File: config.mk
export PLATFORM = sky130hd
export DESIGN_NAME = wmcb_ctrl
export DESIGN_NICKNAME = d
export VERILOG_FILES = /design/src/rtl/core/wmcb_pkg.sv /design/src/rtl/core/wmcb_ctrl.sv
export SDC_FILE = /design/constraint.sdc
export NUM_CORES = 1
export LEC_CHECK = 0
export BUFFER_PORTS_ARGS = -buffer_cell sky130_fd_sc_hd__clkbuf_2
export CAP_MARGIN = 20
export CELL_PAD_IN_SITES_DETAIL_PLACEMENT = 0
export CELL_PAD_IN_SITES_GLOBAL_PLACEMENT = 2
export CORE_ASPECT_RATIO = 0.7
export CORE_MARGIN = 1.5
export CORE_UTILIZATION = 34
export CTS_CLUSTER_SIZE = 12
export DETAILED_ROUTE_END_ITERATION = 7
export PLACE_DENSITY = 0.89
export SLEW_MARGIN = 30
export SYNTH_ARGS = -nofsm -noshare
export SYNTH_HDL_FRONTEND = slang
export SYNTH_SLANG_ARGS = --single-unit
export TNS_END_PERCENT = 20
File: constraint.sdc
create_clock -name clk -period 8.2 [get_ports clk]
set_input_delay 2.46 -clock clk [delete_from_list [all_inputs] [get_ports clk]]
set_output_delay 2.46 -clock clk [all_outputs]
set_load 0.02 [all_outputs]
File: src/rtl/core/wmcb_pkg.sv
// ----------------------------------------------------------------------------
// wmcb_pkg
// Shared types, constants and helper functions of the 3x3 max-channel
// color boost filter.
// ----------------------------------------------------------------------------
package wmcb_pkg;

  // frame geometry limits
  localparam int MAX_WIDTH      = 2048;
  localparam int MAX_HEIGHT     = 4096;
  localparam int MIN_DIM        = 3;
  localparam int COL_W          = $clog2(MAX_WIDTH);
  localparam int ROW_W          = $clog2(MAX_HEIGHT);
  localparam int WIDTH_REG_W    = COL_W + 1;
  localparam int HEIGHT_REG_W   = ROW_W + 1;

  // gain format, unsigned Q2.GAIN_FRAC_BITS (boost unsigned Q1.GAIN_FRAC_BITS)
  localparam int GAIN_FRAC_BITS = 8;
  localparam int BOOST_W        = GAIN_FRAC_BITS + 1;
  localparam int GAIN_W         = GAIN_FRAC_BITS + 2;
  localparam int PROD_W         = GAIN_W + 8;

  // configuration port
  localparam int CFG_IDX_W      = 2;
  localparam int CFG_DATA_W     = HEIGHT_REG_W;

  // result queue
  localparam int FIFO_DEPTH     = 8;
  localparam int FIFO_PTR_W     = $clog2(FIFO_DEPTH);
  localparam int FIFO_CNT_W     = FIFO_PTR_W + 1;

  // register indexes
  typedef enum logic [CFG_IDX_W-1:0] {
    REG_WIDTH  = 2'd0,
    REG_HEIGHT = 2'd1,
    REG_BOOST  = 2'd2
  } reg_idx_t;

  // dominant channel, one-hot
  typedef enum logic [2:0] {
    DOM_RED   = 3'b001,
    DOM_GREEN = 3'b010,
    DOM_BLUE  = 3'b100
  } dom_t;

  typedef struct packed {
    logic [7:0] opacity;
    logic [7:0] red;
    logic [7:0] green;
    logic [7:0] blue;
  } pixel_t;

  // position of the centre pixel that an item completes
  typedef struct packed {
    logic             emit;
    logic             frame_end;
    logic [ROW_W-1:0] row;
    logic [COL_W-1:0] column;
  } pos_t;

  typedef struct packed {
    logic [GAIN_W-1:0] high;
    logic [GAIN_W-1:0] low;
  } gains_t;

  typedef struct packed {
    pixel_t           px;
    logic [ROW_W-1:0] row;
    logic [COL_W-1:0] column;
    logic             frame_end;
  } result_t;

  function automatic logic [7:0] max8(input logic [7:0] a, input logic [7:0] b);
    return (a > b) ? a : b;
  endfunction

  // multiply, drop the fraction, saturate at 255
  function automatic logic [7:0] scale8(input logic [7:0] v, input logic [GAIN_W-1:0] g);
    logic [PROD_W-1:0] prod;
    logic [GAIN_W-1:0] whole;
    prod  = PROD_W'(v) * PROD_W'(g);
    whole = prod[PROD_W-1:GAIN_FRAC_BITS];
    return (whole > GAIN_W'(255)) ? 8'hFF : whole[7:0];
  endfunction

endpackage

File: src/rtl/core/wmcb_ctrl.sv
// ----------------------------------------------------------------------------
// wmcb_ctrl
// Configuration registers, raster counters and gain derivation.
// ----------------------------------------------------------------------------
module wmcb_ctrl (
  input  logic                              clk,
  input  logic                              rst_n,
  input  logic                              cfg_we,
  input  logic [wmcb_pkg::CFG_IDX_W-1:0]    cfg_index,
  input  logic [wmcb_pkg::CFG_DATA_W-1:0]   cfg_wdata,
  input  logic                              in_accept,
  output logic [wmcb_pkg::COL_W-1:0]        addr,
  output wmcb_pkg::pos_t                    pos,
  output wmcb_pkg::gains_t                  gains
);
  import wmcb_pkg::*;

  logic [WIDTH_REG_W-1:0]  width_r;
  logic [HEIGHT_REG_W-1:0] height_r;
  logic [BOOST_W-1:0]      boost_r;
  logic [COL_W-1:0]        col_r, col_nxt;
  logic [ROW_W-1:0]        row_r, row_nxt;

  logic [WIDTH_REG_W-1:0]  w_eff;
  logic [HEIGHT_REG_W-1:0] h_eff;
  logic [COL_W-1:0]        c_eff;
  logic [ROW_W-1:0]        r_eff;
  logic [WIDTH_REG_W-1:0]  c_inc;
  logic [HEIGHT_REG_W-1:0] r_inc;
  logic [BOOST_W-1:0]      alpha;

  // clamp geometry to the supported range
  always_comb begin
    if (width_r < WIDTH_REG_W'(MIN_DIM)) begin
      w_eff = WIDTH_REG_W'(MIN_DIM);
    end else if (width_r > WIDTH_REG_W'(MAX_WIDTH)) begin
      w_eff = WIDTH_REG_W'(MAX_WIDTH);
    end else begin
      w_eff = width_r;
    end
    if (height_r < HEIGHT_REG_W'(MIN_DIM)) begin
      h_eff = HEIGHT_REG_W'(MIN_DIM);
    end else if (height_r > HEIGHT_REG_W'(MAX_HEIGHT)) begin
      h_eff = HEIGHT_REG_W'(MAX_HEIGHT);
    end else begin
      h_eff = height_r;
    end
  end

  // current position, restarting when outside the frame
  always_comb begin
    if ({1'b0, col_r} >= w_eff || {1'b0, row_r} >= h_eff) begin
      c_eff = '0;
      r_eff = '0;
    end else begin
      c_eff = col_r;
      r_eff = row_r;
    end
    c_inc = {1'b0, c_eff} + WIDTH_REG_W'(1);
    r_inc = {1'b0, r_eff} + HEIGHT_REG_W'(1);
    if (c_inc >= w_eff) begin
      col_nxt = '0;
      row_nxt = (r_inc >= h_eff) ? '0 : r_inc[ROW_W-1:0];
    end else begin
      col_nxt = c_inc[COL_W-1:0];
      row_nxt = r_eff;
    end
  end

  assign addr           = c_eff;
  assign pos.emit       = (r_eff >= ROW_W'(2)) && (c_eff >= COL_W'(2));
  assign pos.frame_end  = ({1'b0, r_eff} == h_eff - HEIGHT_REG_W'(1)) &&
                          ({1'b0, c_eff} == w_eff - WIDTH_REG_W'(1));
  assign pos.row        = r_eff - ROW_W'(1);
  assign pos.column     = c_eff - COL_W'(1);

  // gains, alpha saturates at one
  always_comb begin
    alpha      = (boost_r > BOOST_W'(1 << GAIN_FRAC_BITS)) ?
                 BOOST_W'(1 << GAIN_FRAC_BITS) : boost_r;
    gains.high = GAIN_W'(1 << GAIN_FRAC_BITS) + GAIN_W'(alpha);
    gains.low  = GAIN_W'(1 << GAIN_FRAC_BITS) - GAIN_W'(alpha);
  end

  // registers and counters; a geometry write restarts the frame
  always_ff @(posedge clk) begin
    if (!rst_n) begin
      width_r  <= WIDTH_REG_W'(640);
      height_r <= HEIGHT_REG_W'(480);
      boost_r  <= BOOST_W'(102);
      col_r    <= '0;
      row_r    <= '0;
    end else if (cfg_we) begin
      case (cfg_index)
        REG_WIDTH: begin
          width_r <= cfg_wdata[WIDTH_REG_W-1:0];
          col_r   <= '0;
          row_r   <= '0;
        end
        REG_HEIGHT: begin
          height_r <= cfg_wdata[HEIGHT_REG_W-1:0];
          col_r    <= '0;
          row_r    <= '0;
        end
        REG_BOOST: begin
          boost_r <= cfg_wdata[BOOST_W-1:0];
        end
        default: begin
        end
      endcase
    end else if (in_accept) begin
      col_r <= col_nxt;
      row_r <= row_nxt;
    end
  end

endmodule

==> flow_summary.yaml <==
die:
  core.rowCount: 39
  die_h_um: 112
  core-area_um2: 16500
  start_util_pct: 35.1
  die_x_um: 159
  dieArea_um2: 17900
  ios: 75
place:
  dp.cells: 1066
  io_buffers: 73
  place_hpwl_um: 14500
  globalplace.congestion: 0.910
clock_tree:
  cts_hold_buf: 0
  clock-sinks: 57
  clockBufferDepth: 2
  clockRootBuffer: "clkbuf_16"
  cts_made_buffers: 9
  post_cts_resized: 0
  cts_tree: "built"
  path_clk_slew_ns: 0.06
  htreeDepth: 3
  worstSkewPairLatency_ns: 0.34
  cts_setup_buffers: 0
sta:
  relSlewSlack_pct: 39.1
  slew_violations: 0
  period_needed_ns: 7.90
  final_hold_viol_count: 0
  skew_ns: 0.0120
  fmax_ghz: 0.127
  finalCritPeriodShare_pct: 96.3
  setup_viol: 0
  tightest_slew_ns: 0.910
  setup_tns_ns: 0
  rsz0062_at_grt: "no"
synthesis:
  syn-instance-count: 820
  ys_ff_latch: 57
  ys_seq_area_share_pct: 19.7
  ys_types: 80
  yosysMostFrequentCell: "nand2_1"
  synth_top_area_share_pct: 19.7
  syn_area_um2: 5800
  async_flop_share_pct: 0
  synth.largest_area_cell: "dfxtp_1"
  avgSynthCellArea_um2: 7.07
  ys_top_cells_by_area: "dfxtp_1, ha_1, nand2_1"
  synth_common_cells: "nand2_1, nor2_1, a21oi_1, dfxtp_1, ha_1"
  syn-num-nets: 894
  synth-main-ff-cell: "dfxtp_1"
  ys.warnings.count: 0
  synth-edff-count: 0
final_layout:
  instances_no_fill: 1082
  nets: 926
  antenna_cells: 0
  drive_gt1_share_pct: 13.7
  area_delta_synth_final_pct: 12.9
pwr:
  power.clock.fraction_pct: 46.6
  p_switching_uw: 270
  ir_drop_mv: 0.0813
  p_comb_share_pct: 18.6
  p_int_uw: 578
  seqPwrFrac_pct: 34.8
  p_per_area_nw_per_um2: 130
  switching_share_pct: 31.9
  p_leak_uw: 0.00281
flow_run:
  maxCapViolCount: 0
routing:
  ant_nets: 0
  drt-total-wl_um: 19100
  dr.pass1.iters: 5
  viasPerCell: 5.55
  via_count: 6009
  drc_errors: 0
  drtIter0Drc: 582
  wl_per_cell_um: 17.6
min_path:
  hold_class: "flop to flop"
  holdPathStages: 2
  min_from: "width_r[8]"
worst_setup_path:
  cp.arrival_ns: 5.44
  crit_fanout: 26
  crit_required_ns: 5.74
  cp-end-kind: "output pin"
  r2r_start: "width_r[6]"
  crit_path_start_kind: "flop"
  critPathKind: "flop to output pin"
  cp-startpoint: "height_r[3]"
  reg2reg_depth: 26
grt:
  overflow: 0
  grt_usage_pct: 21.3
  grt_pass1_wl_um: 30200
  grt_pass1_vias: 5279
  grt_max_degree: 44
  antenna_found_initial: 0
outcome:
  outcome: "complete, no violations"
-- logic make-up (layout without fill, tap and decap cells) --
group	after synthesis	in the layout	synth area share, %
compound gates	180	180	20.8
xor+xnor	50	50	8.07
fa+ha+maj	55	55	11.9
buf+inv	85	122	6.07
flops	57	57	19.7
mux	3	3	0.540
other cells	1	1	0.0647
simple gates	389	389	32.9
-- cell type report --
cell class / count / area [um^2]
Clock buffer: 9 / 225
Clock inverter: 7 / 78.8
Fill cell: 1761 / 9950
Inverter: 28 / 105
Multi-Input combinational cell: 678 / 4310
Sequential cell: 57 / 1140
Tap cell: 225 / 282
Timing Repair Buffer: 78 / 403
-- state kept, by name (all words and copies together), names as in the netlist --
| register | flops |
|---|---|
| boost_r | 9 |
| col_r | 11 |
| height_r | 13 |
| row_r | 12 |
| width_r | 12 |
-- through the flow --
step	hold WS, ns	power [uW]	area, um^2	util [%]	worst slack [ns]
global placement	0.467	458	6230	37.8	0.939
finish	0.474	848	6540	39.7	0.304
CTS	0.476	852	6540	39.7	0.378
detailed placement	0.467	458	6240	37.8	0.756
global route	0.508	881	6540	39.7	0.00447
floorplan	0.444	410	5800	-	1.28
-- layer usage --
| metal | global-route usage [%] | vias to the layer above | wire length [um] |
|---|---|---|---|
| met5 | 0 | - | 0 |
| met4 | 4.53 | 0 | 255 |
| met3 | 5.21 | 25 | 1440 |
| met2 | 29.7 | 211 | 7600 |
| met1 | 32.4 | 2799 | 9760 |
| li1 | - | 2974 | - |
-- layout by cell type, fill, tap and decap left out, types with 5 or more instances in the layout --
cell / n
nand2_1: 140
nor2_1: 81
clkbuf_2: 73
a21oi_1: 61
dfxtp_1: 57
ha_1: 55
nand3_1: 33
xnor2_1: 33
o21ai_0: 27
inv_1: 25
nor3_1: 18
xor2_1: 15
nand2b_1: 14
nand4_1: 13
nor2b_1: 12
or3_1: 11
a22oi_1: 11
nor4_1: 10
and3_1: 9
clkbuf_16: 9
a21o_1: 8
or2_2: 8
a211oi_1: 8
and2_1: 7
o21ai_1: 5
o211ai_1: 5
buf_4: 5
-- path summary, 6_finish.rpt --
kind | to | slack, ns
worst max-delay path | pos[23] | 0.30
worst min register to register | width_r[8] | 0.47
worst min-delay path | width_r[8] | 0.47
worst max register to register | col_r[0] | 1.10
-- critical path: stages (launching register included) --
cell and delay [ns]:
dfxtp_1 0.37, or4_4 0.61, nor4_2 0.48, nand2_1 0.12, nand2_1 0.09, nand2_1 0.09, ha_1 0.28, nand4b_1 0.24
or3_1 0.43, a31oi_1 0.32, and2_1 0.25, nor3_2 0.06, buf_4 0.22, nand2_1 0.21, inv_1 0.12, ha_1 0.31
o2111a_1 0.19, o2111ai_1 0.13, nor4b_2 0.32, clkbuf_2 0.24
-- power groups by stage --
stage / Clock [uW] / Combinational (uW) / Sequential [uW]
after floorplan: 0 / 115 / 296
after global placement: 0 / 157 / 301
after detailed placement: 0 / 156 / 301
after CTS: 400 / 157 / 295
after global routing: 410 / 174 / 297
final: 395 / 158 / 295
Note: power is estimated with default switching activity, not from simulation.
