File: src/rtl/core/wmcb_pkg.sv
// ----------------------------------------------------------------------------
// wmcb_pkg
// Shared types, constants and helper functions of the 3x3 max-channel
// color boost filter.
// ----------------------------------------------------------------------------
package wmcb_pkg;

  // frame geometry limits
  localparam int MAX_WIDTH      = 2048;
  localparam int MAX_HEIGHT     = 4096;
  localparam int MIN_DIM        = 3;
  localparam int COL_W          = $clog2(MAX_WIDTH);
  localparam int ROW_W          = $clog2(MAX_HEIGHT);
  localparam int WIDTH_REG_W    = COL_W + 1;
  localparam int HEIGHT_REG_W   = ROW_W + 1;

  // gain format, unsigned Q2.GAIN_FRAC_BITS (boost unsigned Q1.GAIN_FRAC_BITS)
  localparam int GAIN_FRAC_BITS = 8;
  localparam int BOOST_W        = GAIN_FRAC_BITS + 1;
  localparam int GAIN_W         = GAIN_FRAC_BITS + 2;
  localparam int PROD_W         = GAIN_W + 8;

  // configuration port
  localparam int CFG_IDX_W      = 2;
  localparam int CFG_DATA_W     = HEIGHT_REG_W;

  // result queue
  localparam int FIFO_DEPTH     = 8;
  localparam int FIFO_PTR_W     = $clog2(FIFO_DEPTH);
  localparam int FIFO_CNT_W     = FIFO_PTR_W + 1;

  // register indexes
  typedef enum logic [CFG_IDX_W-1:0] {
    REG_WIDTH  = 2'd0,
    REG_HEIGHT = 2'd1,
    REG_BOOST  = 2'd2
  } reg_idx_t;

  // dominant channel, one-hot
  typedef enum logic [2:0] {
    DOM_RED   = 3'b001,
    DOM_GREEN = 3'b010,
    DOM_BLUE  = 3'b100
  } dom_t;

  typedef struct packed {
    logic [7:0] opacity;
    logic [7:0] red;
    logic [7:0] green;
    logic [7:0] blue;
  } pixel_t;

  // position of the centre pixel that an item completes
  typedef struct packed {
    logic             emit;
    logic             frame_end;
    logic [ROW_W-1:0] row;
    logic [COL_W-1:0] column;
  } pos_t;

  typedef struct packed {
    logic [GAIN_W-1:0] high;
    logic [GAIN_W-1:0] low;
  } gains_t;

  typedef struct packed {
    pixel_t           px;
    logic [ROW_W-1:0] row;
    logic [COL_W-1:0] column;
    logic             frame_end;
  } result_t;

  function automatic logic [7:0] max8(input logic [7:0] a, input logic [7:0] b);
    return (a > b) ? a : b;
  endfunction

  // multiply, drop the fraction, saturate at 255
  function automatic logic [7:0] scale8(input logic [7:0] v, input logic [GAIN_W-1:0] g);
    logic [PROD_W-1:0] prod;
    logic [GAIN_W-1:0] whole;
    prod  = PROD_W'(v) * PROD_W'(g);
    whole = prod[PROD_W-1:GAIN_FRAC_BITS];
    return (whole > GAIN_W'(255)) ? 8'hFF : whole[7:0];
  endfunction

endpackage

File: src/rtl/core/wmcb_boost.sv
// ----------------------------------------------------------------------------
// wmcb_boost
// Channel maxima over the window, dominant channel pick and gain scaling.
// ----------------------------------------------------------------------------
module wmcb_boost (
  input  logic               clk,
  input  logic               rst_n,
  input  logic               win_valid,
  input  wmcb_pkg::pixel_t   win [9],
  input  wmcb_pkg::pos_t     win_pos,
  input  wmcb_pkg::gains_t   gains,
  output logic               res_valid,
  output wmcb_pkg::result_t  res
);
  import wmcb_pkg::*;

  logic [7:0] max_r, max_g, max_b;
  dom_t       dom;
  dom_t       dom_r;
  pixel_t     ctr_r;
  pos_t       pos_r;
  logic       valid_r;
  logic [GAIN_W-1:0] g_red, g_green, g_blue;

  // channel maxima over the nine neighbors
  always_comb begin
    max_r = '0;
    max_g = '0;
    max_b = '0;
    for (int i = 0; i < 9; i++) begin
      max_r = max8(max_r, win[i].red);
      max_g = max8(max_g, win[i].green);
      max_b = max8(max_b, win[i].blue);
    end
    if (max_r >= max_g && max_r >= max_b) begin
      dom = DOM_RED;
    end else if (max_g >= max_b) begin
      dom = DOM_GREEN;
    end else begin
      dom = DOM_BLUE;
    end
  end

  always_ff @(posedge clk) begin
    if (win_valid) begin
      dom_r <= dom;
      ctr_r <= win[4];
      pos_r <= win_pos;
    end
  end

  always_ff @(posedge clk) begin
    if (!rst_n) begin
      valid_r <= 1'b0;
    end else begin
      valid_r <= win_valid;
    end
  end

  // per-channel gain select
  always_comb begin
    g_red   = gains.low;
    g_green = gains.low;
    g_blue  = gains.low;
    case (dom_r)
      DOM_RED:   g_red   = gains.high;
      DOM_GREEN: g_green = gains.high;
      DOM_BLUE:  g_blue  = gains.high;
      default:   g_red   = gains.high;
    endcase
  end

  // scaled result, registered by the result queue
  assign res_valid         = valid_r;
  assign res.px.opacity    = ctr_r.opacity;
  assign res.px.red        = scale8(ctr_r.red, g_red);
  assign res.px.green      = scale8(ctr_r.green, g_green);
  assign res.px.blue       = scale8(ctr_r.blue, g_blue);
  assign res.row           = pos_r.row;
  assign res.column        = pos_r.column;
  assign res.frame_end     = pos_r.frame_end;

endmodule

File: config.mk
export PLATFORM = sky130hd
export DESIGN_NAME = wmcb_boost
export DESIGN_NICKNAME = d
export VERILOG_FILES = /design/src/rtl/core/wmcb_pkg.sv /design/src/rtl/core/wmcb_boost.sv
export SDC_FILE = /design/constraint.sdc
export NUM_CORES = 1
export LEC_CHECK = 0
export BUFFER_PORTS_ARGS = -buffer_cell sky130_fd_sc_hd__buf_4
export CAP_MARGIN = 30
export CORE_MARGIN = 1.5
export CORE_UTILIZATION = 35
export CTS_CLUSTER_SIZE = 20
export DETAILED_ROUTE_END_ITERATION = 8
export PLACE_DENSITY = 0.54
export REMOVE_ABC_BUFFERS = 1
export SYNTH_ARGS = -nofsm -noshare
export SYNTH_HDL_FRONTEND = slang
export SYNTH_SLANG_ARGS = --single-unit
File: constraint.sdc
create_clock -name clk -period 25.9 [get_ports clk]
set_input_delay 5.18 -clock clk [delete_from_list [all_inputs] [get_ports clk]]
set_output_delay 5.18 -clock clk [all_outputs]
set_load 0.02 [all_outputs]
==> flow_results.org, run 1 <==
** Drt
- Routed wirelength normalized by instance count :: 16.7 um
- Detailed-route wire length :: 50400 um
- The count of nets left with antenna violations once routing finished came out at 0.
- Vias per cell :: 5.04
- The first detailed-routing pass ran for 5 iterations.
- DRC violations left :: 0
- For this block, the via count after detailed routing is 15165.
- In this run, the number of DRC markers left after iteration 0 of detailed routing was 771.

** Logic synthesis
- For this run, asynchronously set or reset flops after synthesis account for 0.
- Cell area after synthesis :: 17300 um2
- Synthesis handed over a netlist of 2037 instances.
- Of the post-synthesis cell area, the dominant cell type holds 0.228.
- Synth area leaders :: sky130_fd_sc_hd__ha_1 (23%), sky130_fd_sc_hd__fa_1 (16%), sky130_fd_sc_hd__edfxtp_1 (10%), sky130_fd_sc_hd__inv_1 (8.1%), sky130_fd_sc_hd__mux2_2 (6.5%)
- Each instance of the synthesized netlist takes up on average 8.52 um2.
- Predominant post-synthesis flop cell :: sky130_fd_sc_hd__edfxtp_1
- The Yosys step of the flow raised 0 warnings.
- For this run, the register share of the synthesized area comes to 0.103.
- Counting flops and latches in the post-synthesis netlist gives 60.
- The biggest area contributor in the post-synthesis netlist is sky130_fd_sc_hd__ha_1.
- Counting flops with a built-in enable in the synthesized netlist gives 59.
- Counting distinct cell types in the post-synthesis netlist gives 92.

** Cells and area
- Leading cell types in the layout, fill and taps excluded :: sky130_fd_sc_hd__inv_1 (373), sky130_fd_sc_hd__buf_4 (340), sky130_fd_sc_hd__ha_1 (316)
- At the end of the flow the core is filled with cells to 0.425.
- Net total in the final layout :: 3131
- Once layout is complete, the cells apart from fillers number 3007.
- 0 antenna diodes ended up in the layout.
- Share of final-layout standard cells stronger than drive strength 1 :: 0.211
- After routing the design area is 20800 um2.
- Commonest non-fill, non-tap cell in the layout :: sky130_fd_sc_hd__inv_1
- Area added between synthesis and finish :: 19.9%

** STA
- For the pin with the worst max-slew slack, the measured transition is 0.954 ns.
- The final hold violation count is 0.
- Portion of the clock cycle consumed by the worst path in the final layout :: 0.782
- Headroom to the max-slew limit came out at 0.346.
- Setup repair after global routing missed its margin :: false
- Count of final max-slew check failures :: 0
- Summed over all failing endpoints, the final setup total negative slack is 0 ns.
- On the final layout, the worst hold slack is 5.00 ns.
- Count of final setup violators :: 0
- Maximum frequency from static timing analysis :: 49.4 MHz
- For the finished layout, the period the worst path requires is 20.26 ns.

** GRT
- Number of antenna violations at the first check in global routing :: 12
- The via count of the first global-routing pass was 15518.
- Entering global routing, the biggest net connects 61 pins.
- First-pass GRT wire length :: 80000 um
- For this run the aggregate overflow at the end of global routing stands at 0.
- GRT Resource Usage Total :: 0.200

** Power
- Leakage power summed over all cells :: 10.8 nW
- Across the VDD grid, the largest voltage drop is 113 uV.
- Dividing total power by cell area gives a power density of 148 nW/um2.

** Clocking
- The tree is rooted in a sky130_fd_sc_hd__clkbuf_16.
- Clock tree from TritonCTS :: built
- Post-CTS Repair Setup Buffers :: 0
- The clock net in this run drives a total of 60 sinks.
- Number of clock buffers inserted by TritonCTS :: 9
- Resize count post-CTS :: 0
- Hold repair after CTS inserted 0 buffers.
- Clock-pin slew was measured on the worst setup and hold paths at 0.06 ns.
- CTS H-tree depth :: 3
- The clock passes through at most 2 buffers.

** Place
- Count of input and output buffers :: 327
- At the end of routability-driven placement, the weighted congestion stood at 0.923.
- Standard cell area after detailed placement :: 20500 um2
- Post-DP HPWL :: 44100 um
- Once placement completed, the tool counted placed cells totaling 2987.

** Worst setup path
- CP Data Arrival Time :: 20.48 ns
- The critical path in this run is classified as in2reg.
- On the critical path, the stage with the largest delay is an instance of sky130_fd_sc_hd__a211o_1.
- STA classifies the critical path startpoint as a primary input.
- Data on the critical path is required at its endpoint by 26.12 ns.
- The critical path starts at win[241].
- Crit path largest cell delay :: 0.54 ns
- In this design, the critical path's most frequently occurring cell is sky130_fd_sc_hd__ha_1.
- Worst Path Max Fanout :: 20
- STA classifies the critical path endpoint as a register.

** Floorplanning
- The initialized floorplan defines 81 standard-cell rows.
- Initial core utilization :: 0.354
- Floorplan core area :: 49000 um2
- The floorplan step defined a die boundary enclosing 50900 um2.
- Measured along the y axis, the die boundary spans 226 um.
- 393 I/O pins were placed.
- The die is 226 um wide.

** Status
- Outcome :: finished, final reports clean

** Min path
- In this run the worst hold path is classified as in2reg.
- The worst hold path begins at win_pos[5].

** Flow run
- Maximum Capacitance Violations :: 0
kinds of logic after synthesis:
group	count (synthesis)	synth area share
AOI/OAI and AO/OA	377	0.149
and+or+nand+nor	569	0.170
muxes	130	0.0824
buffers and inverters	426	0.0951
DFF	60	0.103
adders and majority gates	458	0.391
xor gates and xnor gates	17	0.00858
synthesized netlist by cell type, drive strengths merged, types with 7 or more instances:
cell and instances:
o22ai 15, nand4 25, and3 13, o211ai 18
xnor2 9, mux2 100, nand2b 47, o21bai 12
ha 316, xor2 8, o31ai 13, a21o 40
a211oi 27, a31oi 7, fa 141, a21oi 109
nor3 18, and2 83, nor2b 58, or2 7
inv 376, a211o 7, buf 30, nor2 69
nand2 187, o21ai 56, clkbuf 20, edfxtp 59
mux2i 30, nand3 29, o21a 20
state kept, by name, summed over array words and instances, names as in the netlist:
name,cells
res,32
res_valid,1
dom_r,3
ctr_r,24
where the power goes:
group | total (mW) | switching [mW] | internal (mW)
combinational | 2.81 | 1.57 | 1.25
sequential | 0.134 | 0.0122 | 0.122
clock | 0.130 | 0.0522 | 0.0781
metal layers:
metal | share of wire | vias to the layer above | wire length (um) | GRT usage
li1 | - | 7538 | - | -
met1 | 0.45 | 7248 | 22700 | 0.259
met2 | 0.48 | 284 | 24200 | 0.344
met3 | 0.045 | 71 | 2280 | 0.0338
met4 | 0.019 | 24 | 973 | 0.0455
met5 | 0.0032 | - | 161 | 0
worst max-delay path: cells and delay by family:
kind	cells	cell delay [ns]
compound gates	31	6.77
fa+ha+maj	9	2.73
simple gates	13	2.32
mux	5	1.91
buf+inv	10	1.51
cell type report:
type	count	area [um2]
Fill cell	4969	28100
Multi-Input combinational cell	1551	13900
Timing Repair Buffer	340	2550
Sequential cell	60	1790
Inverter	376	1410
Tap cell	664	831
Clock buffer	10	239
Clock inverter	6	70.1
final timing paths:
kind,to,slack [ns],cells after the start
max,dom_r[1],5.64,68
min,res[6],5.00,1
metrics by stage:
stage               power (mW)  worst slack [ns]
floorplan                 2.15              6.42
global placement          2.91              4.72
detailed placement        2.96              4.91
CTS                       3.12              5.24
global route              3.47              4.37
finish                    3.08              5.64
Power figures use the tool's default switching activity.
==> run 2, diff against run 1 <==
Clock period 25.9 ns to 20.8 ns, I/O delays scaled along.
==> run 2 against run 1 <==
Sequential share of layout area barely moved. Highest routed layer unchanged. Final cell count about the same. Non-clock buffer count decreased by 1. Die area did not move.
==> flow_results.org, run 2 (synthesized netlist as in run 1, its figures left out) <==
** Worst setup path
- The kind of critical path is in2reg (unchanged).
- The critical path startpoint category is a primary input (unchanged).
- CP Data Arrival Time :: 19.16 ns (was 20.48 ns)
- Element type at the critical path end :: register (unchanged)
- Worst Path Required :: 21.02 ns (was 26.12 ns)
- The largest stage delay on the critical path came to 0.53 ns (was 0.54 ns).
- Most common cell type on the critical path :: sky130_fd_sc_hd__ha_1 (unchanged)
- Worst path slowest cell :: sky130_fd_sc_hd__a211o_1 (unchanged)
- The maximum net fanout on the critical path is 20 (unchanged).

** Floorplanning
- IO Pins :: 393 (unchanged)
- The floorplan die width is 226 um (unchanged).
- Row cnt :: 81 (unchanged)
- The chip height was 226 um (unchanged).
- The initial cell density of the core is 0.354 (unchanged).
- Floorplan die area :: 50900 um2 (unchanged)
- Floorplan core area :: 49000 um2 (unchanged)

** Place
- The sum of net half-perimeters after detailed placement came to 44100 um (about the same).
- The total of buffers placed on input and output ports was 327 (unchanged).
- Last weighted congestion value of the routability-driven placer :: 0.923 (about the same)
- Number of placed instances, taps included :: 2990 (was 2987)

** Clocking
- The depth of the CTS H-tree is 3 (unchanged).
- The total of hold buffers inserted after clock tree synthesis is 0 (unchanged).
- The CTS sink count was 60 (unchanged).
- Resize count post-CTS :: 0 (unchanged)
- Post-CTS Repair Setup Buffers :: 0 (unchanged)
- CTS root buf :: sky130_fd_sc_hd__clkbuf_16 (unchanged)
- The CTS buffer count came to 9 (unchanged).
- The number of buffers on the longest clock path is 2 (unchanged).
- The clock tree from TritonCTS is built (unchanged).
- The clock edge transition at the registers on the reported setup and hold paths is 0.07 ns (was 0.06 ns).

** GRT
- The via count of the first global-routing pass is 15544 (was 15518).
- Grt ovf :: 0 (unchanged)
- The overall global routing resource usage came to 0.200 (about the same).
- The initial antenna violation count was 10 (was 12).
- Largest net degree at the start of global routing :: 61 (unchanged)
- First-pass GRT wire length :: 80800 um (was 80000 um)

** STA
- The number of setup violations in the final report is 0 (unchanged).
- Min Tclk post-route :: 18.93 ns
- Portion of the clock cycle consumed by the worst path in the final layout :: 0.910
- The number of max-slew violations in the final report was 0 (unchanged).
- The setup TNS came to 0 ns (unchanged).
- Setup repair after global routing missed its margin: false (unchanged).
- Timing would allow up to 52.8 MHz.
- Transition time of the tightest slew-check pin :: 1.06 ns (was 0.954 ns)
- The tightest slew margin relative to the limit was 0.288 (was 0.346).
- The final hold violation count is 0 (unchanged).

** Cells and area
- Leading cell types in the layout, fill and taps excluded :: sky130_fd_sc_hd__inv_1 (373), sky130_fd_sc_hd__buf_4 (339), sky130_fd_sc_hd__ha_1 (316) (was sky130_fd_sc_hd__inv_1 (373), sky130_fd_sc_hd__buf_4 (340), sky130_fd_sc_hd__ha_1 (316))
- The share of final-layout standard cells stronger than drive strength 1 is 0.211 (about the same).
- The final layout net count is 3130 (was 3131).
- The register area is 1790 um2 (unchanged).
- The flip-flop count of the largest register, all copies and words added came to 32 (unchanged).
- Area added between synthesis and finish :: 20.0% (was 19.9%)
- The count of placed standard cells in the final layout, fillers left out is 3008 (was 3007).
- Commonest non-fill, non-tap cell in the layout :: sky130_fd_sc_hd__inv_1 (unchanged)
- The number of filler cells placed in the layout is 5012 (was 4969).
- The area of combinational cells with multiple inputs was 13900 um2 (unchanged).

** Drt
- Via Count :: 15154 (was 15165)
- The wire length after detailed routing is 50300 um (was 50400 um).
- Routed wirelength normalized by instance count :: 16.7 um (about the same)
- The amount of wire on met3 after detailed routing is 2350 um (was 2280 um).
- The post-route DRC violation count is 0 (unchanged).
- The highest metal layer with signal wires is met5 (unchanged).
- The remaining antenna violation count after routing is 0 (unchanged).
- Met2 WL :: 23800 um (was 24200 um)
- Number of detailed-route iterations in the first pass :: 5 (unchanged)
- Met1 layer wirelength in the final routing :: 22900 um (was 22700 um)
- The detailed-route vias per instance is 5.04 (about the same).
- Iteration-0 DRC Markers :: 666 (was 771)

** Flow run
- The number of max-cap violations was 0 (unchanged).

** Status
- Outcome: finished, final reports clean (unchanged).

** Min path
- Worst min-delay path category :: in2reg (unchanged)
- Min-Delay Startpoint :: win_pos[23] (was win_pos[5])
- The endpoint of the worst hold-timing path is res[0] (was res[6]).
- Cell count of the worst hold path :: 1 (unchanged)

** Power
- The total power divided by cell area was 184 nW/um2 (was 148 nW/um2).
- The static power due to leakage was 10.8 nW (about the same).
- Worst-case vdd ir drop :: 162 uV (was 113 uV)
-- run 2: cell count changes in the layout (fill, tap and decap cells not counted) --
cell                         before  now
sky130_fd_sc_hd__clkbuf_8         1    0
sky130_fd_sc_hd__bufinv_16        1    2
sky130_fd_sc_hd__diode_2          0    2
sky130_fd_sc_hd__clkinvlp_4       0    1
sky130_fd_sc_hd__inv_6            3    1
sky130_fd_sc_hd__buf_4          340  339
sky130_fd_sc_hd__clkinv_4         1    2
-- run 2: power by group --
group	switching [mW]	leakage [nW]	internal [mW]
Clock	0.0687	0.156	0.106
Combinational	1.95	10.0	1.55
Sequential	0.0150	0.585	0.152
-- run 2: metal layers --
metal,up-vias,track usage
met3,65,0.0377
met1,7255,0.262
met2,260,0.338
met4,18,0.0515
met5,-,0
li1,7556,-
-- run 2: critical path, delay by kind of cell --
family | cells | cell delay [ns]
compound gates | 31 | 6.71
fa+ha+maj | 9 | 2.77
buf+inv | 10 | 1.43
mux | 5 | 1.78
simple gates | 13 | 2.30
-- run 2: through the flow --
stage                     total power, mW  worst slack (ns)   util  hold WS (ns)  cell area [um2]
final                                3.83              1.87  0.425          3.97            20800
after CTS                            3.90              2.02  0.425          3.95            20800
after floorplan                      2.68              2.34      -          4.26            17100
after global routing                 4.32             0.714  0.425          3.95            20800
after detailed placement             3.69              1.73  0.418          4.34            20500
after global placement               3.63              1.90  0.418          4.34            20500
-- run 2: final cells by class --
class | instances | area share
clock buffers | 9 | 0.0108
clock inverters | 7 | 0.00475
multi-input cells | 1551 | 0.668
flip-flops and latches | 60 | 0.0861
inverters | 376 | 0.0678
well taps | 664 | 0.0399
repair buffers | 339 | 0.122
diodes | 2 | 0.000240
-- run 2: worst max path at each step --
stage / startpoint / to / slack, ns
floorplan: win[241] / dom_r[1] / 2.34
global placement: win[241] / dom_r[1] / 1.90
detailed placement: win[241] / dom_r[1] / 1.73
CTS: win[241] / dom_r[1] / 2.02
global route: win[241] / dom_r[1] / 0.71
finish: win[241] / dom_r[1] / 1.87
==> run 3, diff against run 2 <==
Settings changed: ABC_AREA set to 1, BUFFER_PORTS_ARGS -buffer_cell sky130_fd_sc_hd__buf_4 to -buffer_cell sky130_fd_sc_hd__buf_2.
Clock period 20.8 ns to 24.3 ns, I/O delays scaled along.
==> run 3 against run 2 <==
Sequential share of layout area is 0.41 points higher. Worst hold slack better by 0.71 ns. Wire length is 6.1% lower. Critical endpoint is now dom_r[0]. Highest routed layer unchanged.
==> flow_results.org, run 3 <==
** Flow run
- Maximum Capacitance Violations :: 0 (unchanged)

** Drt
- Detail Route Antenna Nets :: 0 (unchanged)
- The post-route DRC violation count was 0 (unchanged).
- Detailed-route wire length :: 47200 um (was 50300 um)
- The via count of the routed design was 16095 (was 15154).
- The iteration count of the initial detailed-routing pass is 5 (unchanged).
- Iteration-0 DRC Markers :: 780 (was 666)
- The detailed-route vias per instance is 4.80 (was 5.04).
- The average routed wire per standard cell is 14.1 um (was 16.7 um).

** Logic synthesis
- The number of unique standard cell types used by synthesis is 48 (was 92).
- Number of flops mapped to enable cells by yosys :: 59 (unchanged)
- Synth area leaders :: sky130_fd_sc_hd__ha_1 (23%), sky130_fd_sc_hd__fa_1 (16%), sky130_fd_sc_hd__nand2_1 (11%), sky130_fd_sc_hd__inv_1 (11%), sky130_fd_sc_hd__edfxtp_1 (10%) (was sky130_fd_sc_hd__ha_1 (23%), sky130_fd_sc_hd__fa_1 (16%), sky130_fd_sc_hd__edfxtp_1 (10%), sky130_fd_sc_hd__inv_1 (8.1%), sky130_fd_sc_hd__mux2_2 (6.5%))
- Async set or reset register ratio after synthesis :: 0 (unchanged)
- The leading cell type by number of instances after synthesis is sky130_fd_sc_hd__nand2_1 (was sky130_fd_sc_hd__inv_1).
- Synth Warn # :: 0 (unchanged)
- The sequential-to-total area share from yosys stat was 0.104 (was 0.103).
- The area of the mapped netlist is 17300 um2 (about the same).
- The largest area contributor in the netlist is sky130_fd_sc_hd__ha_1 (unchanged).
- The mean cell area of the mapped netlist is 7.29 um2 (was 8.52 um2).
- Number of register bits inferred by synthesis :: 60 (unchanged)
- The gate count of the mapped netlist came to 2372 (was 2037).
- Predominant post-synthesis flop cell :: sky130_fd_sc_hd__edfxtp_1 (unchanged)
- Post-synth top area share :: 0.229 (was 0.228)
- Leading post-synthesis cells by instance count :: sky130_fd_sc_hd__nand2_1 (529), sky130_fd_sc_hd__inv_1 (504), sky130_fd_sc_hd__ha_1 (316) (was sky130_fd_sc_hd__inv_1 (373), sky130_fd_sc_hd__ha_1 (316), sky130_fd_sc_hd__nand2_1 (187))

** Worst setup path
- The arrival time at the worst endpoint was 17.20 ns (was 19.16 ns).
- The largest delay contributor family on the critical path is compound AO/OA/AOI/OAI gates (unchanged).
- Worst Path Required :: 24.42 ns (was 21.02 ns)
- The critical-path cell with the highest stage delay is sky130_fd_sc_hd__o21ai_0 (was sky130_fd_sc_hd__a211o_1).
- Most common cell type on the critical path :: sky130_fd_sc_hd__nand2_1 (was sky130_fd_sc_hd__ha_1)
- The number of buffers and inverters on the critical path is 15 (was 10).
- Crit path largest cell delay :: 0.51 ns (was 0.53 ns)
- The first element of the critical path is win[231] (was win[241]).
- Element type at the critical path end :: register (unchanged)
- The kind of critical path is in2reg (unchanged).
- The critical path startpoint category is a primary input (unchanged).
- The maximum net fanout on the critical path was 15 (was 20).

** STA
- Maximum frequency from static timing analysis :: 58.5 MHz
- The setup TNS came to 0 ns (unchanged).
- The number of max-slew violations in the final report is 0 (unchanged).
- The final hold violation count came to 0 (unchanged).
- The tightest slew margin relative to the limit was 0.377 (was 0.288).
- Transition time of the tightest slew-check pin :: 0.925 ns (was 1.06 ns)
- The number of setup violations in the final report came to 0 (unchanged).
- The worst path in the final design needs a cycle of 17.08 ns, including I/O delays and setup.
- Setup repair after global routing missed its margin: false (unchanged).
- Portion of the clock cycle consumed by the worst path in the final layout :: 0.703

** Floorplanning
- The floorplan die width is 225 um (was 226 um).
- The overall die area was 50700 um2 (was 50900 um2).
- Initial core utilization :: 0.354 (about the same)
- The placeable core region came to 48800 um2 (was 49000 um2).
- The number of top-level pins is 393 (unchanged).
- Die height :: 225 um (was 226 um)
- The cell row count is 81 (unchanged).

** Cells and area
- Leading cell types in the layout, fill and taps excluded: sky130_fd_sc_hd__nand2_1 (529), sky130_fd_sc_hd__inv_1 (504), sky130_fd_sc_hd__buf_2 (327) (was sky130_fd_sc_hd__inv_1 (373), sky130_fd_sc_hd__buf_4 (339), sky130_fd_sc_hd__ha_1 (316)).
- The area of combinational cells with multiple inputs was 13300 um2 (was 13900 um2).
- The number of filler cells placed in the layout is 5116 (was 5012).
- Footprint of the flip-flops and latches :: 1790 um2 (unchanged)
- The final layout net count came to 3468 (was 3130).
- The growth of design area from synthesis to finish came to 14.9% (was 20.0%).
- Commonest non-fill, non-tap cell in the layout :: sky130_fd_sc_hd__nand2_1 (was sky130_fd_sc_hd__inv_1)
- Share of final-layout standard cells stronger than drive strength 1 :: 0.197 (was 0.211)
- The flip-flop count of the largest register, all copies and words added came to 32 (unchanged).

** Place
- The global placement routability congestion came to 0.884 (was 0.923).
- Count of input and output buffers :: 327 (unchanged)
- Post-DP HPWL :: 42400 um (was 44100 um)

** GRT
- Number of antenna violations at the first check in global routing :: 7 (was 10)
- GRT Resource Usage Total :: 0.192 (was 0.200)
- Largest net degree at the start of global routing :: 61 (unchanged)
- Grt ovf :: 0 (unchanged)
- The global-route wire length before repair came to 78800 um (was 80800 um).
- The via count of the first global-routing pass is 16579 (was 15544).

** Clocking
- Number of clock buffers inserted by TritonCTS :: 9 (unchanged)
- CTS root buf :: sky130_fd_sc_hd__clkbuf_16 (unchanged)
- The clock tree from TritonCTS is built (unchanged).
- Resize count post-CTS :: 0 (unchanged)
- Total number of clock tree sinks :: 60 (unchanged)
- Post-CTS Hold Buffers :: 0 (unchanged)
- Post-CTS Repair Setup Buffers :: 0 (unchanged)
- The number of buffers on the longest clock path is 2 (unchanged).
- The clock edge transition at the registers on the reported setup and hold paths is 0.07 ns (about the same).
- CTS H-tree depth :: 3 (unchanged)

** Min path
- Min-Delay Startpoint :: win_pos[5] (was win_pos[23])
- The worst min-delay path category was in2reg (unchanged).

** Status
- Outcome: finished, final reports clean (unchanged).
run 3: changes by cell type after synthesis, moves of 47 or more:
cell                       before  now
sky130_fd_sc_hd__nand2b_1      47    0
sky130_fd_sc_hd__and2_1        83   18
sky130_fd_sc_hd__nor2_1        68  207
sky130_fd_sc_hd__nand2_1      187  529
sky130_fd_sc_hd__nor2b_1       58    0
sky130_fd_sc_hd__mux2_2       100    0
sky130_fd_sc_hd__inv_1        373  504
sky130_fd_sc_hd__o21ai_2        2  101
run 3: metal layers:
metal	share of wire	GRT usage	wire length (um)
met4	0.025	0.0604	1180
met3	0.042	0.0175	1970
met5	0.00061	0	29
met1	0.45	0.248	21400
met2	0.48	0.338	22700
run 3: cells by family (layout without fill, tap and decap cells):
family / after synthesis / after routing / share of synthesized area
adder cells (fa/ha/maj): 457 / 457 / 0.392
other: 0 / 6 / 0
XOR/XNOR: 26 / 26 / 0.0132
AND/OR/NAND/NOR: 897 / 897 / 0.216
flip-flops: 60 / 60 / 0.104
AO/OA/AOI/OAI: 374 / 374 / 0.147
buffers and inverters: 558 / 866 / 0.129
run 3: stage by stage:
stage / cells / hold WS, ns / utilization / worst slack (ns) / cell area, um2
2_1_floorplan: 2328 / 4.95 / - / 7.14 / 17000
3_3_place_gp: 3326 / 5.04 / 0.399 / 6.76 / 19500
3_5_place_dp: 3327 / 5.04 / 0.400 / 6.46 / 19500
4_1_cts: 3343 / 4.66 / 0.406 / 6.84 / 19800
5_1_grt: 3346 / 4.66 / 0.406 / 5.58 / 19900
6_report: 3350 / 4.68 / 0.407 / 7.22 / 19900
run 3: worst paths after layout:
path	end	slack [ns]	cells past startpoint
worst max-delay path	dom_r[0]	7.22	79
worst min-delay path	res[6]	4.68	1
run 3: area by class of cell:
class | instances | share of cell area
multi-input cells | 1754 | 0.668
inverters | 514 | 0.0971
flip-flops and latches | 60 | 0.0902
repair buffers | 336 | 0.0858
well taps | 664 | 0.0418
clock buffers | 9 | 0.0113
clock inverters | 7 | 0.00498
diodes | 6 | 0.000756
Power of run 3 is left out: the tool's default activity adds up to more than one toggle a clock period on the data nets, which glitch-free logic cannot reach.
